### config.mk
export PLATFORM = sky130hd
export DESIGN_NAME = integer_literal_token_validator_core
export DESIGN_NICKNAME = d
export VERILOG_FILES = /design/src/rtl/ilt_pkg.sv /design/src/rtl/integer_literal_token_validator_core.sv
export SDC_FILE = /design/constraint.sdc
export NUM_CORES = 1
export LEC_CHECK = 0
export ABC_AREA = 1
export BUFFER_PORTS_ARGS = -buffer_cell sky130_fd_sc_hd__buf_4
export CAP_MARGIN = 10
export CORE_MARGIN = 10
export CORE_UTILIZATION = 50
export CTS_CLUSTER_SIZE = 40
export DETAILED_ROUTE_END_ITERATION = 16
export GPL_TIMING_DRIVEN = 0
export PLACE_DENSITY = 0.83
export RECOVER_POWER = 50
export SLEW_MARGIN = 5
export SYNTH_ARGS = -nofsm -noshare
export SYNTH_HDL_FRONTEND = slang
export SYNTH_SLANG_ARGS = --single-unit
### constraint.sdc
create_clock -name clk -period 4.28 [get_ports clk]
set_clock_uncertainty 0.2 [all_clocks]
set_input_delay 0.428 -clock clk [delete_from_list [all_inputs] [get_ports clk]]
set_output_delay 0.428 -clock clk [all_outputs]
set_load 0.01 [all_outputs]
### src/rtl/ilt_pkg.sv
// ----------------------------------------------------------------------------
// ilt_pkg
// Types and character codes for the integer literal token validator.
// ----------------------------------------------------------------------------
package ilt_pkg;

  typedef enum logic [3:0] {
    ST_START     = 4'd0,
    ST_ZERO      = 4'd1,
    ST_DEC       = 4'd2,
    ST_OCT       = 4'd3,
    ST_BIN_EMPTY = 4'd4,
    ST_BIN       = 4'd5,
    ST_HEX_EMPTY = 4'd6,
    ST_HEX       = 4'd7,
    ST_SKIP      = 4'd8
  } lex_state_t;

  localparam logic [7:0] CH_SPACE   = 8'h20;
  localparam logic [7:0] CH_NEWLINE = 8'h0A;
  localparam logic [7:0] CH_ZERO    = 8'h30;
  localparam logic [7:0] CH_ONE     = 8'h31;
  localparam logic [7:0] CH_SEVEN   = 8'h37;
  localparam logic [7:0] CH_NINE    = 8'h39;
  localparam logic [7:0] CH_UPPER_A = 8'h41;
  localparam logic [7:0] CH_UPPER_F = 8'h46;
  localparam logic [7:0] CH_LOWER_B = 8'h62;
  localparam logic [7:0] CH_LOWER_X = 8'h78;

endpackage

### src/rtl/integer_literal_token_validator_core.sv
// ----------------------------------------------------------------------------
// integer_literal_token_validator_core
// Byte-stream lexer that checks space/newline separated tokens for valid
// decimal, octal, binary or hex integer literals.
// ----------------------------------------------------------------------------
//
//  channel   handshake           payload
//  -------   -----------------   ----------------------
//  input     in_valid/in_ready   char_byte[7:0]
//  output    out_valid/out_ready token_valid, line_end
//
// One byte per clock sustained while the result is not stalled. A byte is held
// in the input register, then one state transition updates the lexer state and,
// at a separator that ends a token, loads the result register.
// Reset returns the lexer to start of token and empties both registers.
// A stalled result holds the lexer stage; the input register still takes one
// more byte if it is empty, then in_ready drops.

module integer_literal_token_validator_core (
  input  logic       clk,
  input  logic       rst,
  input  logic       in_valid,
  output logic       in_ready,
  input  logic [7:0] char_byte,
  output logic       out_valid,
  input  logic       out_ready,
  output logic       token_valid,
  output logic       line_end
);

  logic                stage_valid;
  logic [7:0]          stage_char;
  ilt_pkg::lex_state_t parse_state;
  ilt_pkg::lex_state_t parse_state_next;

  logic advance;
  logic is_sep;
  logic is_nl;
  logic is_dec;
  logic is_oct;
  logic is_bin;
  logic is_hex;
  logic emit;
  logic ok;

  assign advance  = stage_valid && (!out_valid || out_ready);
  assign in_ready = !stage_valid || advance;

  // input register
  always_ff @(posedge clk) begin
    if (rst) begin
      stage_valid <= 1'b0;
    end else if (in_ready) begin
      stage_valid <= in_valid;
    end
  end

  always_ff @(posedge clk) begin
    if (in_valid && in_ready) begin
      stage_char <= char_byte;
    end
  end

  // character classes
  always_comb begin
    is_nl  = (stage_char == ilt_pkg::CH_NEWLINE);
    is_sep = is_nl || (stage_char == ilt_pkg::CH_SPACE);
    is_dec = stage_char inside {[ilt_pkg::CH_ZERO : ilt_pkg::CH_NINE]};
    is_oct = stage_char inside {[ilt_pkg::CH_ZERO : ilt_pkg::CH_SEVEN]};
    is_bin = (stage_char == ilt_pkg::CH_ZERO) || (stage_char == ilt_pkg::CH_ONE);
    is_hex = is_dec ||
             (stage_char inside {[ilt_pkg::CH_UPPER_A : ilt_pkg::CH_UPPER_F]});
  end

  // next state
  always_comb begin
    parse_state_next = parse_state;
    if (parse_state == ilt_pkg::ST_START) begin
      // separators at token start are swallowed and poison the next token
      if (stage_char == ilt_pkg::CH_ZERO) begin
        parse_state_next = ilt_pkg::ST_ZERO;
      end else if (is_dec) begin
        parse_state_next = ilt_pkg::ST_DEC;
      end else begin
        parse_state_next = ilt_pkg::ST_SKIP;
      end
    end else if (is_sep) begin
      parse_state_next = ilt_pkg::ST_START;
    end else begin
      case (parse_state)
        ilt_pkg::ST_ZERO: begin
          if (is_oct) begin
            parse_state_next = ilt_pkg::ST_OCT;
          end else if (stage_char == ilt_pkg::CH_LOWER_B) begin
            parse_state_next = ilt_pkg::ST_BIN_EMPTY;
          end else if (stage_char == ilt_pkg::CH_LOWER_X) begin
            parse_state_next = ilt_pkg::ST_HEX_EMPTY;
          end else begin
            parse_state_next = ilt_pkg::ST_SKIP;
          end
        end
        ilt_pkg::ST_DEC: begin
          parse_state_next = is_dec ? ilt_pkg::ST_DEC : ilt_pkg::ST_SKIP;
        end
        ilt_pkg::ST_OCT: begin
          parse_state_next = is_oct ? ilt_pkg::ST_OCT : ilt_pkg::ST_SKIP;
        end
        ilt_pkg::ST_BIN_EMPTY, ilt_pkg::ST_BIN: begin
          parse_state_next = is_bin ? ilt_pkg::ST_BIN : ilt_pkg::ST_SKIP;
        end
        ilt_pkg::ST_HEX_EMPTY, ilt_pkg::ST_HEX: begin
          parse_state_next = is_hex ? ilt_pkg::ST_HEX : ilt_pkg::ST_SKIP;
        end
        default: begin
          parse_state_next = ilt_pkg::ST_SKIP;
        end
      endcase
    end
  end

  // result outputs
  always_comb begin
    emit = (parse_state != ilt_pkg::ST_START) && is_sep;
    case (parse_state)
      ilt_pkg::ST_ZERO, ilt_pkg::ST_DEC, ilt_pkg::ST_OCT,
      ilt_pkg::ST_BIN, ilt_pkg::ST_HEX: ok = 1'b1;
      default:                          ok = 1'b0;
    endcase
  end

  always_ff @(posedge clk) begin
    if (rst) begin
      parse_state <= ilt_pkg::ST_START;
    end else if (advance) begin
      parse_state <= parse_state_next;
    end
  end

  // result register
  always_ff @(posedge clk) begin
    if (rst) begin
      out_valid <= 1'b0;
    end else if (advance) begin
      out_valid <= emit;
    end else if (out_ready) begin
      out_valid <= 1'b0;
    end
  end

  always_ff @(posedge clk) begin
    if (advance && emit) begin
      token_valid <= ok;
      line_end    <= is_nl;
    end
  end

endmodule
## Yosys cells after proc, flatten, opt, wreduce, memory -nomap -nowiden

Cells that the tools add are included.

- Register bits: 16
- Bits of input ports: 12
- Output and inout port bits: 4

- Order comparisons: 5
- Equal/unequal tests: 13
- Muxes and demuxes: 14
- Reductions and logical operators: 20

Operators by type and width:

| cell | count |
|---|---|
| $mux W4 | 10 |
| $eq A8 B6 Y1 const B | 3 |
| $pmux W4 S5 | 1 |
| $eq A4 B3 Y1 const B | 4 |
| $eq A8 B7 Y1 const B | 2 |
| $le A8 B6 Y1 const B | 2 |
| $eq A4 B2 Y1 const B | 2 |
| $eq A8 B4 Y1 const B | 1 |
| $ge A8 B6 Y1 const B | 1 |
| $ge A8 B7 Y1 const B | 1 |
| $le A8 B7 Y1 const B | 1 |
| $logic_and A1 B1 Y1 | 7 |
| $logic_or A1 B1 Y1 | 5 |
| $reduce_or A5 Y1 | 1 |
| $eq A4 B1 Y1 const B | 1 |
| $logic_not A4 Y1 | 1 |
| $reduce_bool A4 Y1 | 1 |
| $reduce_or A2 Y1 | 2 |
| $mux W1 | 3 |
| $logic_not A1 Y1 | 2 |
| $reduce_bool A2 Y1 | 1 |

## Logic depth before layout (Yosys ltp)

Gate-level depths: netlist of run 1.

- Depth in word-level cells: 7
- Gate-level depth with buffers: 10
- Gate-level depth less buffers: 10

## Worst setup path before layout of run 1

Ideal clock, no wire load.

- Path type: register to register
- Start point: reg stage_char[3]
- End point: reg line_end, enable pin
- Arrival time: 1078 ps
- Required time: 3785 ps
- Setup slack: 2707 ps
- Stages on the path, launching flop included: 8
- Path buffers: 0
- Period minus slack after synthesis: 1573 ps
- Cell sequence: edfxtp_1 > inv_1 > nand2_2 > inv_1 > nand2_1 > o31ai_2 > nand2_1 > inv_1

- Word-level cells in the longest chain between the ends: 4

RTL lines:

| item | RTL line | source |
|---|---|---|
| start, declared | integer_literal_token_validator_core.sv:32 | `logic [7:0] stage_char;` |
| start signal, assigned | integer_literal_token_validator_core.sv:60 | `stage_char <= char_byte;` |
| $eq A8 B4 Y1 or $eq A8 B6 Y1 (tied branches) | integer_literal_token_validator_core.sv:66, integer_literal_token_validator_core.sv:67 |  |
| $logic_or A1 B1 Y1 * | integer_literal_token_validator_core.sv:67 | `is_sep = is_nl \|\| (stage_char == ilt_pkg::CH_SPACE);` |
| $logic_and A1 B1 Y1 * | integer_literal_token_validator_core.sv:123 | `emit = (parse_state != ilt_pkg::ST_START) && is_sep;` |
| $logic_and A1 B1 Y1 * | integer_literal_token_validator_core.sv:151 | `if (advance && emit) begin` |
| end signal, assigned | integer_literal_token_validator_core.sv:153 | `line_end <= is_nl;` |
| end, declared | integer_literal_token_validator_core.sv:28 | `output logic line_end` |

Every way passes the cells marked *; elsewhere a longest branch is shown, timed or not.
A chain may end at the register's enable or synchronous reset.

## Worst setup path after layout of run 1

Same ends and word-level chain as after synthesis.

==> results.toml, run 1 <==
[outcome]
status = "completed"

[final_layout]
area_delta_synth_final_pct = 17.5
nets = 166
finish.utilization_pct = 64.1
n_antenna_cell = 0
layout-drive-gt1-share_pct = 19.0
finalNonFillerCells = 178

[hold_path]
hp-class = "primary input to register"
worstHoldStart = "char_byte[0]"

[place]
dp.final_hpwl_um = 1680
gp_congestion = 0.943
io_buffers = 15
placed_cells = 174

[sta]
fin_crit_sh_pct = 43.8
rsz0062_at_grt = "no"
min_period_ns = 1.88
setup_tns_ns = 0
setup_viol = 0
relSlewSlack_pct = 79.8
max_freq_mhz = 533
slew_violations = 0
tightest_slew_ns = 0.302
hold_violations = 0

[cts]
cts_tree = "done"
cts_inserted_buffers = 3
cts-resized-gates = 0
clock_sinks = 16
post_cts.repair.setup_buffers = 0
cts.clk_slew.worst_paths_ns = 0.10
cts-root-buf = "clkbuf_4"
cts_max_level = 1
clk_path_buf_depth = 2
worstSkewPairLatency_ns = 0.29
cts-hold-fix-buffers = 0

[critical_path]
cp.arrival_ns = 1.68
start_kind = "register"
critPathMaxStageDelay_ns = 0.46
crit_fanout = 4
crit_chain = "inv_1, nand2_2, inv_1, nand2_1, o31ai_2, nand2_1, inv_1"
required_ns = 4.08
crit_slowest_cell = "edfxtp_1"
setup.worst_path.class = "register to register"
cp_top_family = "flip-flops"
cpMostUsedCell = "inv_1"
worstPathBufferInverterCount = 3
r2r-start = "stage_char[3]$_DFFE_PP_"
critPathCaptureType = "register"
crit_start = "stage_char[3]$_DFFE_PP_"

[synthesis]
netlist_area_um2 = 972
synth-adder-area-share_pct = 0
yosysTopAreaCellShare_pct = 30.9
syn_nets = 146
yosysUniqueCellTypes = 22
netlist_top_cells_count = "nand2_1, inv_1, nor2_1"
yosysMostFrequentCell = "nand2_1"
synthFlopType = "edfxtp_1"
synth_top_cell_by_area = "edfxtp_1"
async_flop_share_pct = 0
synth_seq_cells = 16
synth-simple-area-share_pct = 37.5
synth_top_family_by_area = "simple AND/OR/NAND/NOR gates"
yosysWarnings = 0
yosys-top-cells-area = "edfxtp_1, nand2_1, dfxtp_1"
syn_inst = 134
synth_compound_area_share_pct = 8.49
syn_avg_cell_area_um2 = 7.26
muxShareOfSynthArea_pct = 0
synth-edff-count = 10
yosys.area_share.xor_xnor_pct = 0
yosysSeqAreaShare_pct = 43.2

[grt]
antenna_found_initial = 0
grt_pass1_vias = 883
grt_pass1_wl_um = 3640
grt-ovfl-total = 0
track_usage_pct = 10.7
grt_max_degree = 10

[power_and_ir_drop]
leakage_nw = 0.587
p_int_uw = 231
power_uw = 323
pwr-share-clk_pct = 25.9
pwr-share-comb_pct = 17.8
p_sw_uw = 91.9
seqPwrFrac_pct = 56.2
ir_drop_v = 0.000243
powerDensity_mw_per_mm2 = 283
p_sw_share_pct = 28.4

[floorplanning]
std_cell_rows = 15
start_util_pct = 54.5
die_w_um = 64.1
die_h_um = 64.1
fp.dieArea_mm2 = 0.00411
core_mm2 = 0.00178
ios = 16

[route]
drtPass1Iterations = 4
vias = 921
post_drt_wl_per_cell_um = 11.6
drc = 0
routed_wl_um = 2060
drt_iter0_drc = 50
vias_per_cell = 5.17
antenna_left = 0

[run]
cap_violations = 0
[final timing paths]
| path | cells past startpoint | end | slack (ns) |
|---|---|---|---|
| max reg2reg | 7 | line_end$_DFFE_PP_ | 2.40 |
| max | 7 | line_end$_DFFE_PP_ | 2.40 |
| min reg2reg | 2 | out_valid$_SDFFE_PP0P_ | 0.31 |
| min | 1 | stage_char[0]$_DFFE_PP_ | 0.13 |
[layer usage]
metal | vias up | wire [um] | GRT usage, %
met5 | - | 0 | 0
met4 | 0 | 39 | 3.74
met3 | 6 | 163 | 3.48
met2 | 46 | 963 | 18.2
met1 | 403 | 896 | 12.4
li1 | 466 | - | -
[stage by stage]
step | setup WS, ns | area [um2] | hold WS [ns]
after detailed placement | 2.48 | 1120 | 0.301
after global routing | 2.30 | 1140 | 0.118
final | 2.40 | 1140 | 0.128
after floorplan | 2.71 | 972 | 0.297
after global placement | 2.48 | 1120 | 0.298
after CTS | 2.44 | 1140 | 0.106
[power groups by stage]
stage / combinational, mW / clock, mW / sequential (mW)
CTS: 0.0578 / 0.0841 / 0.182
floorplan: 0.0412 / 0 / 0.183
finish: 0.0576 / 0.0839 / 0.182
detailed placement: 0.0575 / 0 / 0.185
global route: 0.0661 / 0.0906 / 0.183
global placement: 0.0552 / 0 / 0.185
[cell families after synthesis]
group,after synthesis
AO/OA/AOI/OAI,12
buffers and inverters,28
flip-flops,16
AND/OR/NAND/NOR,78
[registers in the layout (all words and copies together), names as in the netlist]
register,flops
stage_char,8
parse_state,4
line_end,1
out_valid,1
stage_valid,1
token_valid,1
[cell usage in the layout (no fill, tap or decap)]
master     netlist  layout
dfxtp_1          6       6
inv_1           27      27
o2111ai_1        1       1
nand3_2          1       1
o21ai_2          1       1
nor2_4           1       1
a31oi_1          1       1
edfxtp_1        10      10
clkbuf_1         0       1
clkbuf_4         0      11
o31ai_2          1       1
nand3b_1         1       1
nand2_1         39      39
a21oi_1          6       6
nor3_4           1       1
nand2_4          1       1
nand4_1          6       6
buf_4            0       7
nand3_1          9       9
inv_2            1       1
nor2_2           2       2
o21bai_1         1       1
nor2_1          16      16
a21oi_2          1       1
nand2_2          1       1
[worst register-to-register path: stages (launching register included)]
cell and delay (ns):
edfxtp_1 0.46, inv_1 0.14, nand2_2 0.08, inv_1 0.07
nand2_1 0.08, o31ai_2 0.28, nand2_1 0.16, inv_1 0.11
[final cells by class]
class                      instances  area [um2]
fill                             159         641
multi-input combinational         90         447
sequential                        16         420
timing repair buffer              15         113
inverter                          28         105
tap                               25        31.3
clock buffer                       4        26.3
(Power assumes the default switching activity.)
==> run 2, diff against run 1 <==
Settings changed: ABC_AREA 1 to 0.
Clock period 4.28 ns to 1.8 ns, I/O delays scaled along.
==> results.toml, run 2 <==
[synthesis]
synth-edff-count = 10
muxShareOfSynthArea_pct = 1.08
yosysUniqueCellTypes = 40
syn_nets = 103
syn_avg_cell_area_um2 = 10.1
synth-simple-area-share_pct = 26.3
netlist_area_um2 = 923
yosysMostFrequentCell = "nor2_1"
yosysTopAreaCellShare_pct = 32.5
syn_inst = 91
synth_compound_area_share_pct = 17.6
yosys-top-cells-area = "edfxtp_1, dfxtp_1, nor2_1"
async_flop_share_pct = 0
synth_top_cell_by_area = "edfxtp_1"
yosysSeqAreaShare_pct = 45.5
yosys.area_share.xor_xnor_pct = 0
synth_top_family_by_area = "simple AND/OR/NAND/NOR gates"
yosysWarnings = 0
synthFlopType = "edfxtp_1"
synth_seq_cells = 16
netlist_top_cells_count = "nor2_1, edfxtp_1, a21oi_1"
synth-adder-area-share_pct = 1.08

[floorplanning]
core_mm2 = 0.00175
fp.dieArea_mm2 = 0.00397
ios = 16
die_w_um = 63.0
std_cell_rows = 15
die_h_um = 63.0
start_util_pct = 52.9

[route]
drc = 0
drtPass1Iterations = 7
vias_per_cell = 6.14
wl_met3_um = 303
routed-wl-met2_um = 1430
routed_wl_um = 2900
post_drt_wl_per_cell_um = 19.0
vias = 939
antenna_left = 0
highest_layer = "met4"
drt_iter0_drc = 50
drt-met1-wl_um = 1060

[sta]
setup_tns_ns = -2.43
tightest_slew_ns = 0.472
relSlewSlack_pct = 68.3
min_period_ns = 2.38
slew_violations = 0
hold_violations = 0
setup_viol = 7
setup_slack_ns = -0.584
rsz0062_at_grt = "yes"
max_freq_mhz = 420
fin_crit_sh_pct = 132
holdWs_ns = 0.368

[power_and_ir_drop]
ir_drop_v = 0.000603
p_sw_share_pct = 28.8
leakage_nw = 0.487
seqPwrFrac_pct = 52.7
power_uw = 826
p_sw_uw = 238
pwr-share-comb_pct = 21.4
p_int_uw = 588
pwr-share-clk_pct = 25.9
powerDensity_mw_per_mm2 = 620

[place]
gp_congestion = 0.793
placed_cells = 131
postPlaceCellArea_mm2 = 0.00108
io_buffers = 15
post-place-ws_ns = -0.460
dp.final_hpwl_um = 1470

[final_layout]
reg_top3 = "stage_char: 8 flops, parse_state: 4 flops"
top_register = "stage_char"
final_area_mm2 = 0.00133
largest_register_ffs = 8
nets = 141
n_antenna_cell = 0
nFillCells = 102
finish.utilization_pct = 76.3
finalNonFillerCells = 153
layout-drive-gt1-share_pct = 35.9
layout_common_cells = "nor2_1, clkbuf_4, dlygate4sd3_1, buf_4, edfxtp_1"
area_delta_synth_final_pct = 44.3

[grt]
grt_max_degree = 11
grt-ovfl-total = 0
grt_pass1_wl_um = 4570
antenna_found_initial = 0
grt_pass1_vias = 957
track_usage_pct = 14.3

[critical_path]
r2r_end = "parse_state[0]$_SDFFE_PP0P_"
regToRegSetupSlack_ns = -0.58
crit_fanout = 4
setup.worst_path.class = "register to register"
required_ns = 1.82
critPathCaptureType = "register"
rr_worst_depth = 5
cp.arrival_ns = 2.40
start_kind = "register"
r2r-start = "stage_char[7]$_DFFE_PP_"

[cts]
cts_inserted_buffers = 3
worstSkewPairLatency_ns = 0.31
cts_tree = "done"
cts-root-buf = "clkbuf_4"
cts_max_level = 1
clk_path_buf_depth = 2
clock_sinks = 16
cts.clk_slew.worst_paths_ns = 0.11

[outcome]
violations = "setup timing"
status = "finished with violations"

[hold_path]
worstHoldEndpoint = "out_valid$_SDFFE_PP0P_"
worstHoldStart = "out_valid$_SDFFE_PP0P_"
hp-class = "register to register"
whs_path_depth = 2

[run]
cap_violations = 0
run 2: cell types whose count changed in the layout (fill, tap and decap cells not counted), sizes merged, moves of 3 or more:
cell,before,now
nand3,10,1
buf,7,16
nor2,19,13
nor3,1,5
nand4,6,1
dlygate4sd3,0,11
a211oi,0,3
nand2,41,4
inv,28,4
run 2: logic make-up (layout without fill, tap and decap cells):
group / Yosys count / in the layout
simple gates: 41 / 41
buf+inv: 9 / 46
mux: 1 / 1
fa+ha+maj: 1 / 1
compound gates: 23 / 23
flops: 16 / 16
run 2: critical path: stages, from the launching register on:
cell	delay [ns]
edfxtp_1	0.46
or4b_4	0.53
or4_4	0.52
a21boi_4	0.22
a311oi_4	0.07
a221oi_2	0.29
run 2: worst max path at each step:
stage | end | from | slack [ns] | cells after the start
2_1_floorplan | parse_state[0]$_SDFFE_PP0P_ | stage_char[3]$_DFFE_PP_ | -0.33 | 6
3_3_place_gp | parse_state[1]$_SDFFE_PP0P_ | stage_char[3]$_DFFE_PP_ | -0.44 | 6
3_5_place_dp | parse_state[1]$_SDFFE_PP0P_ | stage_char[3]$_DFFE_PP_ | -0.46 | 6
4_1_cts | parse_state[1]$_SDFFE_PP0P_ | stage_char[3]$_DFFE_PP_ | -0.45 | 6
5_1_grt | parse_state[0]$_SDFFE_PP0P_ | stage_char[7]$_DFFE_PP_ | -0.65 | 5
6_report | parse_state[0]$_SDFFE_PP0P_ | stage_char[7]$_DFFE_PP_ | -0.58 | 5
run 2: final cells by class:
cell class                      count  area [um2]  area share [%]
Multi-Input combinational cell     66         493            37.0
Tap cell                           25        31.3            2.35
Clock inverter                      1        3.75           0.282
Inverter                            4        15.0            1.13
Sequential cell                    16         420            31.5
Buffer                              4        51.3            3.85
Timing Repair Buffer               34         295            22.2
Clock buffer                        3        22.5            1.69
run 2: power by group through the flow:
stage	registers, mW	clock network, mW	logic (mW)
2_1_floorplan	0.435	0	0.0824
3_3_place_gp	0.439	0	0.113
3_5_place_dp	0.441	0	0.116
4_1_cts	0.433	0.206	0.161
5_1_grt	0.437	0.229	0.187
6_report	0.435	0.214	0.177
run 2: per-layer routing:
| layer | GRT usage (%) | up-vias |
|---|---|---|
| met3 | 3.94 | 18 |
| met2 | 26.1 | 86 |
| met5 | 0 | - |
| met4 | 7.82 | 0 |
| li1 | - | 417 |
| met1 | 14.2 | 418 |
run 2: what timing repair did:
item	CTS	global route
pin swaps	5	7
setup endpoints to repair	7	7
gates resized for setup	11	6
hold buffers	11	0
hold endpoints to repair	13	0
buffers inserted	7	2
